--- config.mk ---
export PLATFORM = sky130hd
export DESIGN_NAME = imht_ctrl
export DESIGN_NICKNAME = d
export VERILOG_FILES = /design/src/design/indexed_min_heap_timer_assert.svh /design/src/design/imht_pkg.sv /design/src/design/imht_ctrl.sv
export SDC_FILE = /design/constraint.sdc
export NUM_CORES = 1
export LEC_CHECK = 0
export BUFFER_PORTS_ARGS = -buffer_cell sky130_fd_sc_hd__buf_4
export CORE_MARGIN = 2
export CORE_UTILIZATION = 53
export DETAILED_ROUTE_END_ITERATION = 10
export PLACE_DENSITY = 0.81
export RECOVER_POWER = 50
export SYNTH_ARGS = -nofsm -noshare
export SYNTH_HDL_FRONTEND = slang
export SYNTH_SLANG_ARGS = --single-unit
--- constraint.sdc ---
create_clock -name aclk -period 3.2 [get_ports aclk]
set_input_delay 0.48 -clock aclk [delete_from_list [all_inputs] [get_ports aclk]]
set_output_delay 0.48 -clock aclk [all_outputs]
set_load 0.05 [all_outputs]
--- src/design/indexed_min_heap_timer_assert.svh ---
// Assertion macros shared by the indexed min-heap timer.
`ifndef INDEXED_MIN_HEAP_TIMER_ASSERT_SVH
`define INDEXED_MIN_HEAP_TIMER_ASSERT_SVH

// Same-cycle implication, checked out of reset.
`define IMHT_ASSERT_NOW(label, clk, rstn, ante, cons, msg) \
    label: assert property (@(posedge clk) disable iff (!(rstn)) (ante) |-> (cons)) \
        else $error(msg);

// Next-cycle implication, checked out of reset.
`define IMHT_ASSERT_NEXT(label, clk, rstn, ante, cons, msg) \
    label: assert property (@(posedge clk) disable iff (!(rstn)) (ante) |=> (cons)) \
        else $error(msg);

`endif

--- src/design/imht_pkg.sv ---
// Shared types, codes and defaults of the indexed min-heap timer.
package imht_pkg;

    localparam int ID_W         = 10;
    localparam int CAPACITY_DEF = 64;
    localparam int ID_SPACE_DEF = 1024;
    localparam int TIME_BITS_DEF = 32;

    localparam logic [1:0] OP_ADD    = 2'd0;
    localparam logic [1:0] OP_ADJUST = 2'd1;
    localparam logic [1:0] OP_REMOVE = 2'd2;

    localparam logic [1:0] ST_OK     = 2'd0;
    localparam logic [1:0] ST_FULL   = 2'd1;
    localparam logic [1:0] ST_ABSENT = 2'd2;

    typedef struct packed {
        logic [1:0]      operation;
        logic [ID_W-1:0] timer_id;
        logic [31:0]     now;
        logic [30:0]     timeout;
    } in_req_t;

    typedef struct packed {
        logic [1:0]      status;
        logic            earliest_valid;
        logic [ID_W-1:0] earliest_id;
        logic [31:0]     earliest_deadline;
        logic [6:0]      entry_count;
    } result_t;

    // Commands from controller to datapath, one per cycle.
    typedef enum logic [4:0] {
        CMD_NONE,
        CMD_CLEAR,
        CMD_LOAD,
        CMD_FULL,
        CMD_ABSENT,
        CMD_INSERT,
        CMD_REARM,
        CMD_REMOVE,
        CMD_TAKE_LAST,
        CMD_RD_LEFT,
        CMD_RD_RIGHT,
        CMD_DN_STEP,
        CMD_RD_PARENT,
        CMD_UP_STEP,
        CMD_PLACE,
        CMD_RD_ROOT,
        CMD_OUTPUT
    } dp_cmd_t;

    // Status flags from datapath to controller.
    typedef struct packed {
        logic       clr_last;
        logic       id_ok;
        logic       present;
        logic       full;
        logic       rm_tail;
        logic       has_left;
        logic       dn_move;
        logic       moved_down;
        logic       at_root;
        logic       up_move;
        logic       out_busy;
        logic [1:0] op;
    } dp_stat_t;

endpackage

--- src/design/imht_ctrl.sv ---
// Sequencer of the indexed min-heap timer: lookup, sift-down, sift-up, output.
module imht_ctrl (
    input  logic               aclk,
    input  logic               aresetn,
    input  logic               s_valid,
    output logic               s_ready,
    input  imht_pkg::dp_stat_t stat,
    output imht_pkg::dp_cmd_t  cmd
);
    import imht_pkg::*;

    typedef enum logic [3:0] {
        S_CLEAR, S_IDLE, S_LOOK, S_TAIL, S_DN_L, S_DN_R, S_DN_C,
        S_UP_R, S_UP_C, S_PLACE, S_ROOT, S_OUT
    } state_t;

    state_t state_reg, state_next;

    // Next state and command for this cycle
    always_comb begin
        state_next = state_reg;
        cmd        = CMD_NONE;
        case (state_reg)
            S_CLEAR: begin
                cmd = CMD_CLEAR;
                if (stat.clr_last) state_next = S_IDLE;
            end
            S_IDLE: begin
                if (s_valid) begin
                    cmd        = CMD_LOAD;
                    state_next = S_LOOK;
                end
            end
            S_LOOK: begin
                state_next = S_ROOT;
                if (stat.op == OP_ADD || stat.op == OP_ADJUST || stat.op == OP_REMOVE) begin
                    if (!stat.id_ok) begin
                        cmd = CMD_ABSENT;
                    end else if (stat.op == OP_ADD) begin
                        if (stat.present) begin
                            cmd        = CMD_REARM;
                            state_next = S_DN_L;
                        end else if (stat.full) begin
                            cmd = CMD_FULL;
                        end else begin
                            cmd        = CMD_INSERT;
                            state_next = S_UP_R;
                        end
                    end else if (!stat.present) begin
                        cmd = CMD_ABSENT;
                    end else if (stat.op == OP_ADJUST) begin
                        cmd        = CMD_REARM;
                        state_next = S_DN_L;
                    end else begin
                        cmd        = CMD_REMOVE;
                        state_next = stat.rm_tail ? S_ROOT : S_TAIL;
                    end
                end
            end
            S_TAIL: begin
                cmd        = CMD_TAKE_LAST;
                state_next = S_DN_L;
            end
            S_DN_L: begin
                if (stat.has_left) begin
                    cmd        = CMD_RD_LEFT;
                    state_next = S_DN_R;
                end else begin
                    state_next = stat.moved_down ? S_PLACE : S_UP_R;
                end
            end
            S_DN_R: begin
                cmd        = CMD_RD_RIGHT;
                state_next = S_DN_C;
            end
            S_DN_C: begin
                if (stat.dn_move) begin
                    cmd        = CMD_DN_STEP;
                    state_next = S_DN_L;
                end else begin
                    state_next = stat.moved_down ? S_PLACE : S_UP_R;
                end
            end
            S_UP_R: begin
                if (stat.at_root) begin
                    state_next = S_PLACE;
                end else begin
                    cmd        = CMD_RD_PARENT;
                    state_next = S_UP_C;
                end
            end
            S_UP_C: begin
                if (stat.up_move) begin
                    cmd        = CMD_UP_STEP;
                    state_next = S_UP_R;
                end else begin
                    state_next = S_PLACE;
                end
            end
            S_PLACE: begin
                cmd        = CMD_PLACE;
                state_next = S_ROOT;
            end
            S_ROOT: begin
                cmd        = CMD_RD_ROOT;
                state_next = S_OUT;
            end
            S_OUT: begin
                if (!stat.out_busy) begin
                    cmd        = CMD_OUTPUT;
                    state_next = S_IDLE;
                end
            end
            default: state_next = S_IDLE;
        endcase
    end

    // State register
    always_ff @(posedge aclk) begin
        if (!aresetn) begin
            state_reg <= S_CLEAR;
        end else begin
            state_reg <= state_next;
        end
    end

    assign s_ready = (state_reg == S_IDLE);
endmodule

==> key figures <==
CTS
  – Root Buffer: clkbuf_4
  – Post-CTS Setup Inserts: 0
  – # resized after CTS: 0
  – CTS Hold Bufs: 0
  – Reg clk slew, reported paths: 30 ps
  – Num Clock Sinks: 4
  – Htree depth: 1
  – Insertion delay to the later sink of the worst-skew pair: 230 ps
  – Clock Tree Buf Depth: 2
  – CTS tree: done
  – Total CTS buffers: 3

Worst setup path
  – CP delay by family, top: flip-flops
  – Critical-path top delay cell: dfxtp_1
  – Setup CP Type: flop to output pin
  – CP Capture Type: output pin
  – Crit path buffers/inverters: 1
  – Critical path startpoint category: flop
  – Worst Path Arrival: between 1500 and 2000 ps
  – Worst-path fanout max: 18
  – Crit-path cells: nor4b_4, nand2_1, o21ai_1, buf_4
  – Critical Path RT: ~2700 ps
  – Crit-path max cell delay: 750 ps

Global route
  – Grt met2 use: 0.444
  – First-pass GRT wire length: just over 3 mm
  – Busiest grt layer: met2
  – Met3 usage: 0.0667
  – Total GRT Usage: 0.282
  – Vias in the first global route: roughly 700
  – Largest net degree at the start of global routing: 19
  – Initial antenna violation count: 0
  – Routing usage on met1: 0.412
  – Grt ovf: 0

Floorplanning
  – Boundary Pins: 22
  – Row cnt: 13
  – Die W: just over 40 um
  – Core Box Area: approximately 1300 um^2
  – Die area: 1620 um^2
  – Starting Density: 0.550
  – Die height: 40.3 um

Cells and area
  – Area growth from synthesis to layout: 20.3%
  – Number of flip-flops under the largest register name: 4
  – Share of layout cells above drive strength 1: 0.307
  – Nets: 132
  – Ant diodes: 0
  – Commonest non-fill, non-tap cell in the layout: buf_4
  – Commonest cells after routing, fill and taps aside: buf_4, nand2_1, a21oi_1
  – Final Cell Area: between 800 and 900 um^2

Place
  – Hpwl dp: 1.41 mm
  – Input/output buffers: 21
  – GPL Wtd Cong: slightly above 0.9
  – Area after DPL: just over 800 um^2

Route
  – Iter 0 DRT Violations: 8
  – Routed length per instance: about 14 um
  – DRC Markers: 0
  – Via density: roughly 6
  – WL final: roughly 1.8 mm
  – Via Count: approximately 760
  – Routed Antenna Nets: 0
  – Drt pass-1 iters: 4

Timing
  – Slew HR: 0.544
  – Peak Freq: 424 MHz
  – # setup viols final: 0
  – Min Tclk post-route: 2360 ps
  – Unrepaired setup endpoints after global routing: false
  – Final setup TNS: 0 ps
  – Final slew viol count: 0
  – Hold_ws: about 530 ps
  – Period utilization: 0.736
  – Final hold vios: 0
  – Tightest Pin Transition: between 600 and 700 ps
  – Fin Clk Skew: around 3.3 ps

Power and ir drop
  – Design Power: between 0.0002 and 0.00025 W
  – Share of total power in combinational logic: 0.472
  – Peak VDD IR: 0.000331 V
  – Switching part of the total power: 0.405
  – Seq pwr share: 0.280
  – Pint: 0.000143 W
  – Static Leak: between 0.3 and 0.4 nW
  – Clock Power Share: 0.248
  – Power Dens Cells: roughly 290 nW/um^2
  – Sw Pwr: 0.0000970 W

Synth
  – Synthesized Nets: 111
  – Syn Area/Cell: around 7.3 um^2
  – Yosys cell types: 42
  – Register area share after synthesis: 0.115
  – Synth Cell Area: between 600 and 700 um^2
  – Synth Instances: 95
  – Synthesis-stage register bit count: 4
  – Ys Warns: 0

Hold path
  – Worst Hold Class: input pin to flop

Status
  – Status: complete, no violations

Job
  – Max-cap violations: 0
logic make-up after synthesis:
| group | count (synthesis) | synth area share |
|---|---|---|
| simple gates | 41 | 0.366 |
| flops | 4 | 0.115 |
| mux | 2 | 0.0305 |
| xor+xnor | 2 | 0.0359 |
| compound gates | 35 | 0.346 |
| buf+inv | 11 | 0.108 |
power by group through the flow:
stage               logic (W)  clock network [W]  registers [W]
floorplan           0.0000870                  0      0.0000578
global placement     0.000113                  0      0.0000674
detailed placement   0.000113                  0      0.0000678
CTS                  0.000113          0.0000627      0.0000670
global route         0.000122          0.0000706      0.0000680
finish               0.000113          0.0000593      0.0000671
layer usage:
metal / vias to the layer above / routed length, um
met1: 346 / 920
met3: 0 / 64
met5: - / 0
met2: 25 / 790
met4: 0 / 0
li1: 393 / -
stage by stage:
stage | std cells | utilization | setup WS [ps]
4_1_cts | 129 | 0.666 | 817
2_1_floorplan | 95 | - | 1010
6_report | 129 | 0.662 | 844
5_1_grt | 129 | 0.662 | 693
3_3_place_gp | 126 | 0.648 | 1070
3_5_place_dp | 126 | 0.648 | 1060
final timing paths:
path	startpoint	to	slack, ps	cells after the start
max reg2reg	state_reg[1]$_SDFFE_PN0P_	state_reg[0]$_SDFFE_PN0P_	1520	4
max	state_reg[1]$_SDFFE_PN0P_	cmd[0]	840	4
min reg2reg	state_reg[3]$_SDFFE_PN0P_	state_reg[2]$_SDFFE_PN0P_	820	1
min	stat[2]	state_reg[1]$_SDFFE_PN0P_	530	3
synthesized netlist by cell type, drive strengths merged:
cell     count  area share
o211ai       1       0.011
nand3        1      0.0072
nand2       11       0.059
o21a         1       0.011
nand4        1      0.0090
nor4b        1       0.034
and4b        1       0.014
mux2i        1       0.014
a2bb2oi      1       0.013
nor3b        1       0.011
and3         1      0.0090
nor4         1       0.018
nor3         4       0.043
inv          6       0.032
nand2b       4       0.036
o22ai        3       0.027
xor2         1       0.013
and2         2       0.018
a22oi        1       0.011
xnor2        1       0.023
o32ai        1       0.023
a21oi        9       0.065
buf          5       0.075
o21ai       10       0.077
nor2b        5       0.045
o2bb2ai      1       0.013
a31o         1       0.013
dfxtp        4        0.11
a32o         1       0.014
nor2         7       0.048
a311oi       2       0.025
a32oi        1       0.013
a31oi        1      0.0090
a41oi        1       0.023
mux2         1       0.016
and2b        1       0.014
final cells by class:
type	instances	area, um^2
clock buffer	3	22.5
fill	119	429
inverter	6	22.5
multi-input combinational	80	538
sequential	4	80.1
tap	15	18.8
timing repair buffer	21	158
tightest hold or removal path: cells and delay by family:
family | cells | cell delay, ps
compound gates | 1 | 60
buf+inv | 1 | 90
simple gates | 1 | 90
Power figures use the tool's default switching activity.
